`config.mk`:
```
export PLATFORM = sky130hd
export DESIGN_NAME = ccot_div
export DESIGN_NICKNAME = d
export VERILOG_FILES = /design/src/rtl/ccot_pkg.sv /design/src/rtl/ccot_div.sv
export SDC_FILE = /design/constraint.sdc
export NUM_CORES = 2
export LEC_CHECK = 0
export BUFFER_PORTS_ARGS = -buffer_cell sky130_fd_sc_hd__buf_2
export CAP_MARGIN = 0
export CORE_ASPECT_RATIO = 0.6
export CORE_MARGIN = 5
export CORE_UTILIZATION = 34
export CTS_CLUSTER_DIAMETER = 40
export DETAILED_ROUTE_END_ITERATION = 12
export PLACE_DENSITY = 0.6
export SYNTH_ARGS = -nofsm -noshare
export SYNTH_HDL_FRONTEND = slang
export SYNTH_SLANG_ARGS = --single-unit
```
`constraint.sdc`:
```
create_clock -name clk -period 6.5 [get_ports clk]
set_clock_uncertainty 0.05 [all_clocks]
set_input_delay 1.3 -clock clk [delete_from_list [all_inputs] [get_ports clk]]
set_output_delay 1.3 -clock clk [all_outputs]
set_load 0.02 [all_outputs]
```
`src/rtl/ccot_pkg.sv`:
```
package ccot_pkg;

	localparam int COORD_BITS  = 13;
	localparam int RADIUS_BITS = 10;

	// coordinate difference, squared segment length, t*|d| product, quotient
	localparam int DIFF_W = COORD_BITS + 1;
	localparam int LEN_W  = 2 * COORD_BITS + 1;
	localparam int PROD_W = LEN_W + COORD_BITS;
	localparam int QUOT_W = COORD_BITS;
	localparam int ERR_W  = DIFF_W + 1;
	localparam int RSUM_W = RADIUS_BITS + 1;

	localparam int IN_BITS  = 6 * COORD_BITS + 2 * RADIUS_BITS;
	localparam int IN_TDW   = ((IN_BITS + 7) / 8) * 8;
	localparam int OUT_TDW  = 8;

endpackage

```
`src/rtl/ccot_div.sv`:
```
module ccot_div import ccot_pkg::*; (
	input  logic                     clk,
	input  logic                     en,
	input  logic [PROD_W-1:0]        num,
	input  logic [LEN_W-1:0]         den,
	input  logic                     neg,
	output logic signed [QUOT_W:0]   quot
);

	logic [PROD_W-1:0] rem_s [0:QUOT_W];
	logic [QUOT_W-1:0] q_s   [0:QUOT_W];
	logic [LEN_W-1:0]  den_s [0:QUOT_W];
	logic              neg_s [0:QUOT_W];

	assign rem_s[0] = num;
	assign q_s[0]   = '0;
	assign den_s[0] = den;
	assign neg_s[0] = neg;

	// one quotient bit per stage, most significant first
	for (genvar k = 0; k < QUOT_W; k++) begin : g_stage
		localparam int SH = QUOT_W - 1 - k;
		logic [PROD_W-1:0] dsh;
		logic              ge;
		assign dsh = PROD_W'(den_s[k]) << SH;
		assign ge  = rem_s[k] >= dsh;
		always_ff @(posedge clk) begin
			if (en) begin
				rem_s[k+1] <= ge ? rem_s[k] - dsh : rem_s[k];
				q_s[k+1]   <= {q_s[k][QUOT_W-2:0], ge};
				den_s[k+1] <= den_s[k];
				neg_s[k+1] <= neg_s[k];
			end
		end
	end

	// truncation toward zero: apply the sign to the magnitude quotient
	assign quot = neg_s[QUOT_W] ? -$signed({1'b0, q_s[QUOT_W]}) : $signed({1'b0, q_s[QUOT_W]});

endmodule

```
==> results.txt <==
----------------------------------------------------
[GRT]
  Global routing met2 resource utilization ... 18.6%
  Initial antenna violation count ... 4
  Leftover overflow at the end of global routing ... 0
  GRT met3 Usage ... 6.00%
  First-pass GRT wire length ... 195000 µm
  Maximum number of pins on one net before global-route repair ... between 100 and 150
  Most used routing layer in global routing ... met1
  M1 GR Usage ... 25.6%
  All-layer global routing usage ... 15.6%
  Via count of the first global-routing pass ... around 33000

[Setup path]
  Critical path arrival ... roughly 5.5 ns
  Element type at the critical path end ... flip-flop
  Crit-path cells ... ha_1 -> nand4b_1 -> or4_1 -> nor4_2 -> nor3_1 -> o211a_1 -> a221oi_1 -> o211ai_1 -> xnor2_1
  Critical-path top delay cell ... sky130_fd_sc_hd__or4_1
  CP max stage delay ... a little over 0.8 ns
  CP required ... between 6 and 7 ns
  Type of the setup path with the least slack ... flip-flop to flip-flop
  Nature of the critical path startpoint ... flip-flop
  Highest net fanout along the worst path ... 12

[Logic synthesis]
  Primary FF master, synth ... sky130_fd_sc_hd__edfxtp_1
  EDFF count, synth ... between 900 and 1000
  Mean instance size in the synthesized netlist ... around 11 µm²
  Post-synthesis instance total ... about 4600
  Post-synthesis instance area ... around 0.051 mm²
  Flip-flop and latch count after synthesis ... 908
  Post-synthesis cell type count ... 83
  Portion of the post-synthesis area used by sequential elements ... approximately 53%
  Share of flip-flops with an asynchronous set or reset after synthesis ... 0%
  Net count after synthesis ... a little over 5000
  Number of warnings issued by yosys ... 0

[Route]
  Routed via count divided by cell count ... 5.25
  Drt total wl ... ~130000 µm
  Via total after detailed routing ... about 36000
  Number of design-rule violations left by the first detailed-router iteration ... 4163
  Number of nets with antenna violations after routing ... 0
  Post-detailed-route DRC marker count ... 0
  Pre-Repair DR Iteration Count ... 5
  Average wire length per cell after detail routing ... 18.4 µm

[Clocking]
  Depth of the CTS H-tree ... 3
  CTS Buf Count ... ~110
  Clock tree from TritonCTS ... done
  Clock Sinks ... approximately 900
  Buffer type at the clock tree root ... sky130_fd_sc_hd__clkbuf_16
  Clock latency at the later pin of the worst-skew pair ... about 0.73 ns
  Post-CTS setup buffer count ... 0
  Quantity of gates resized following cts ... 0
  Clock-pin slew on the worst setup and hold paths ... roughly 0.06 ns
  Maximum clock insertion buffer count ... 3
  Number of hold buffers added after cts ... 0

[Power and ir drop]
  Leakage dissipation ... 0.0225 µW
  Power per standard cell area ... approximately 440 mW/mm²
  Largest voltage drop on the vdd net ... roughly 0.24 mV
  Tot Pwr ... between 20000 and 30000 µW

[Timing]
  Final hold viol count ... 0
  Setup-violating endpoint count in the final report ... 0
  Worst slew pin tran ... ~1.3 ns
  RSZ-0062 raised after global routing ... false
  Setup Total Neg Slack ... 0 ns
  Final period util ... about four fifths
  Post-layout worst setup margin ... 1.42 ns
  Relative slew margins ... about an eighth
  Final min period ... 5.08 ns
  Highest clock frequency the design can meet ... just under 0.2 GHz
  Final number of max-transition violations ... 0

[Run]
  Max-cap check violation count ... 0

[Min path]
  Worst min path class ... flip-flop to flip-flop

[Floorplan]
  Die extent in x ... between 500 and 600 µm
  Number of top-level pins ... 84
  Initial Utilization ... about 34%
  Chip height ... a little over 300 µm
  Core ar. ... between 0.1 and 0.15 mm²
  Std-Cell Rows ... 110
  Die area ... between 0.15 and 0.2 mm²

[Placement]
  Placed wire-length estimate after detailed placement ... 97000 µm
  Pre-CTS setup slack ... around 1.2 ns
  Placement-stage cell area ... between 0.05 and 0.06 mm²
  Count of input and output buffers ... between 80 and 90
  Placed Cells incl. Taps ... 6647
  Placer Congestion ... 0.933

[Final layout]
  Final nets ... around 5200
  Final standard cell area without fillers ... just under 0.06 mm²
  Share of final-layout standard cells stronger than drive strength 1 ... a little over 8%
  Non-Filler Instances ... a little under 7000
  Area delta synth->final ... 12.8%

[Outcome]
  Status ... complete, no violations

----------------------------------------------------
==> critical path, delay by kind of cell, from the launching register on <==
| family | cells | cell delay (ns) |
|---|---|---|
| xor+xnor | 1 | 0.18 |
| fa+ha+maj | 1 | 0.52 |
| flops | 1 | 0.42 |
| simple gates | 4 | 2.28 |
| compound gates | 3 | 1.36 |
==> synth_stat cells (11+ instances only) <==
cell / number / area share [%]
sky130_fd_sc_hd__xnor2_1: 198 / 3.4
sky130_fd_sc_hd__nand2_1: 334 / 2.5
sky130_fd_sc_hd__a31oi_1: 30 / 0.37
sky130_fd_sc_hd__o41ai_1: 11 / 0.19
sky130_fd_sc_hd__nor2b_1: 51 / 0.62
sky130_fd_sc_hd__o2111ai_1: 12 / 0.21
sky130_fd_sc_hd__or4_1: 13 / 0.19
sky130_fd_sc_hd__o21bai_1: 34 / 0.50
sky130_fd_sc_hd__nand3_1: 69 / 0.68
sky130_fd_sc_hd__mux2_2: 60 / 1.3
sky130_fd_sc_hd__buf_1: 11 / 0.081
sky130_fd_sc_hd__nor3_1: 72 / 0.70
sky130_fd_sc_hd__or3_1: 31 / 0.38
sky130_fd_sc_hd__a21boi_0: 12 / 0.18
sky130_fd_sc_hd__fa_1: 12 / 0.47
sky130_fd_sc_hd__nor4_1: 31 / 0.38
sky130_fd_sc_hd__nor2_1: 299 / 2.2
sky130_fd_sc_hd__nand4b_1: 12 / 0.21
sky130_fd_sc_hd__a21o_1: 139 / 2.0
sky130_fd_sc_hd__edfxtp_1: 908 / 53
sky130_fd_sc_hd__a211o_1: 12 / 0.21
sky130_fd_sc_hd__o31ai_1: 31 / 0.46
sky130_fd_sc_hd__inv_1: 432 / 3.2
sky130_fd_sc_hd__xor2_1: 155 / 2.7
sky130_fd_sc_hd__buf_2: 17 / 0.17
sky130_fd_sc_hd__o21ai_0: 295 / 2.9
sky130_fd_sc_hd__a211oi_1: 47 / 0.69
sky130_fd_sc_hd__o21a_1: 55 / 0.81
sky130_fd_sc_hd__and3_1: 38 / 0.46
sky130_fd_sc_hd__ha_1: 352 / 8.6
sky130_fd_sc_hd__nand3b_1: 12 / 0.18
sky130_fd_sc_hd__or2_2: 14 / 0.17
sky130_fd_sc_hd__o211ai_1: 19 / 0.28
sky130_fd_sc_hd__and2_1: 32 / 0.39
sky130_fd_sc_hd__nand2b_1: 50 / 0.61
sky130_fd_sc_hd__clkbuf_1: 75 / 0.55
sky130_fd_sc_hd__nand4_1: 56 / 0.68
sky130_fd_sc_hd__a21oi_1: 409 / 4.0
sky130_fd_sc_hd__nor4b_1: 16 / 0.27
sky130_fd_sc_hd__o31a_1: 19 / 0.33
==> path summary, 6_finish.rpt <==
kind	start	to	slack (ns)	cells after the start
setup / recovery	rem_s[230]$_DFFE_PP_	rem_s[194]$_DFFE_PP_	1.42	9
hold reg to reg	q_s[84]$_DFFE_PP_	q_s[72]$_DFFE_PP_	0.36	0
hold / removal	q_s[84]$_DFFE_PP_	q_s[72]$_DFFE_PP_	0.36	0
setup reg to reg	rem_s[230]$_DFFE_PP_	rem_s[194]$_DFFE_PP_	1.42	9
==> report_power, final <==
group / internal, µW / switching (µW)
logic: 4210 / 5920
clock network: 3440 / 2650
registers: 8430 / 856
==> per-stage QoR <==
| step | hold WS (ns) | util (%) |
|---|---|---|
| 3_5_place_dp | 0.355 | 36.1 |
| 5_1_grt | 0.375 | 38.5 |
| 6_report | 0.362 | 38.5 |
| 4_1_cts | 0.359 | 38.5 |
| 3_3_place_gp | 0.351 | 36.1 |
| 2_1_floorplan | 0.350 | - |
==> layout make-up <==
type,instances,area [µm²]
antenna,1,2.50
fill,14590,92000
multi-input combinational,3173,21900
sequential,908,27300
tap,2016,2520
inverter,434,1630
timing repair buffer,117,756
clock buffer,122,2820
clock inverter,85,818
==> cell usage in the layout, fill, tap and decap left out, drive strengths merged, types with 13 or more instances in the layout <==
cell	instances
a21oi	410
xnor2	198
nor2	299
o21a	55
nor3	72
or4	13
nand2b	50
o211ai	19
nand3	69
a31oi	30
a211oi	47
nand2	334
nor2b	51
nand4	56
clkinv	49
clkbuf	123
and2	35
mux2	62
edfxtp	908
o31a	19
or3	31
and3	38
o21bai	34
xor2	155
or2	15
buf	116
a21o	139
ha	352
nor4	31
o21ai	299
o31ai	32
inv	452
nor4b	17
==> registers in the layout, summed over array words and instances (netlist names) <==
register  cells
rem_s       480
den_s       324
q_s          91
neg_s        13
==> metal layers <==
metal	up-vias	routed length [µm]
li1	17353	-
met1	17266	66400
met2	1262	43500
met3	135	14700
met4	0	1720
met5	-	0
==> kinds of logic (layout without fill, tap and decap cells) <==
family,count (synthesis),in the layout,share of synthesized area (%)
XOR/XNOR,353,353,6.04
multiplexers,64,64,1.40
buffers and inverters,538,758,4.00
AO/OA/AOI/OAI,1234,1234,15.1
other,0,1,0
adder cells (fa/ha/maj),364,364,9.08
flip-flops,908,908,53.3
AND/OR/NAND/NOR,1158,1158,11.0
Power figures use the tool's default switching activity.
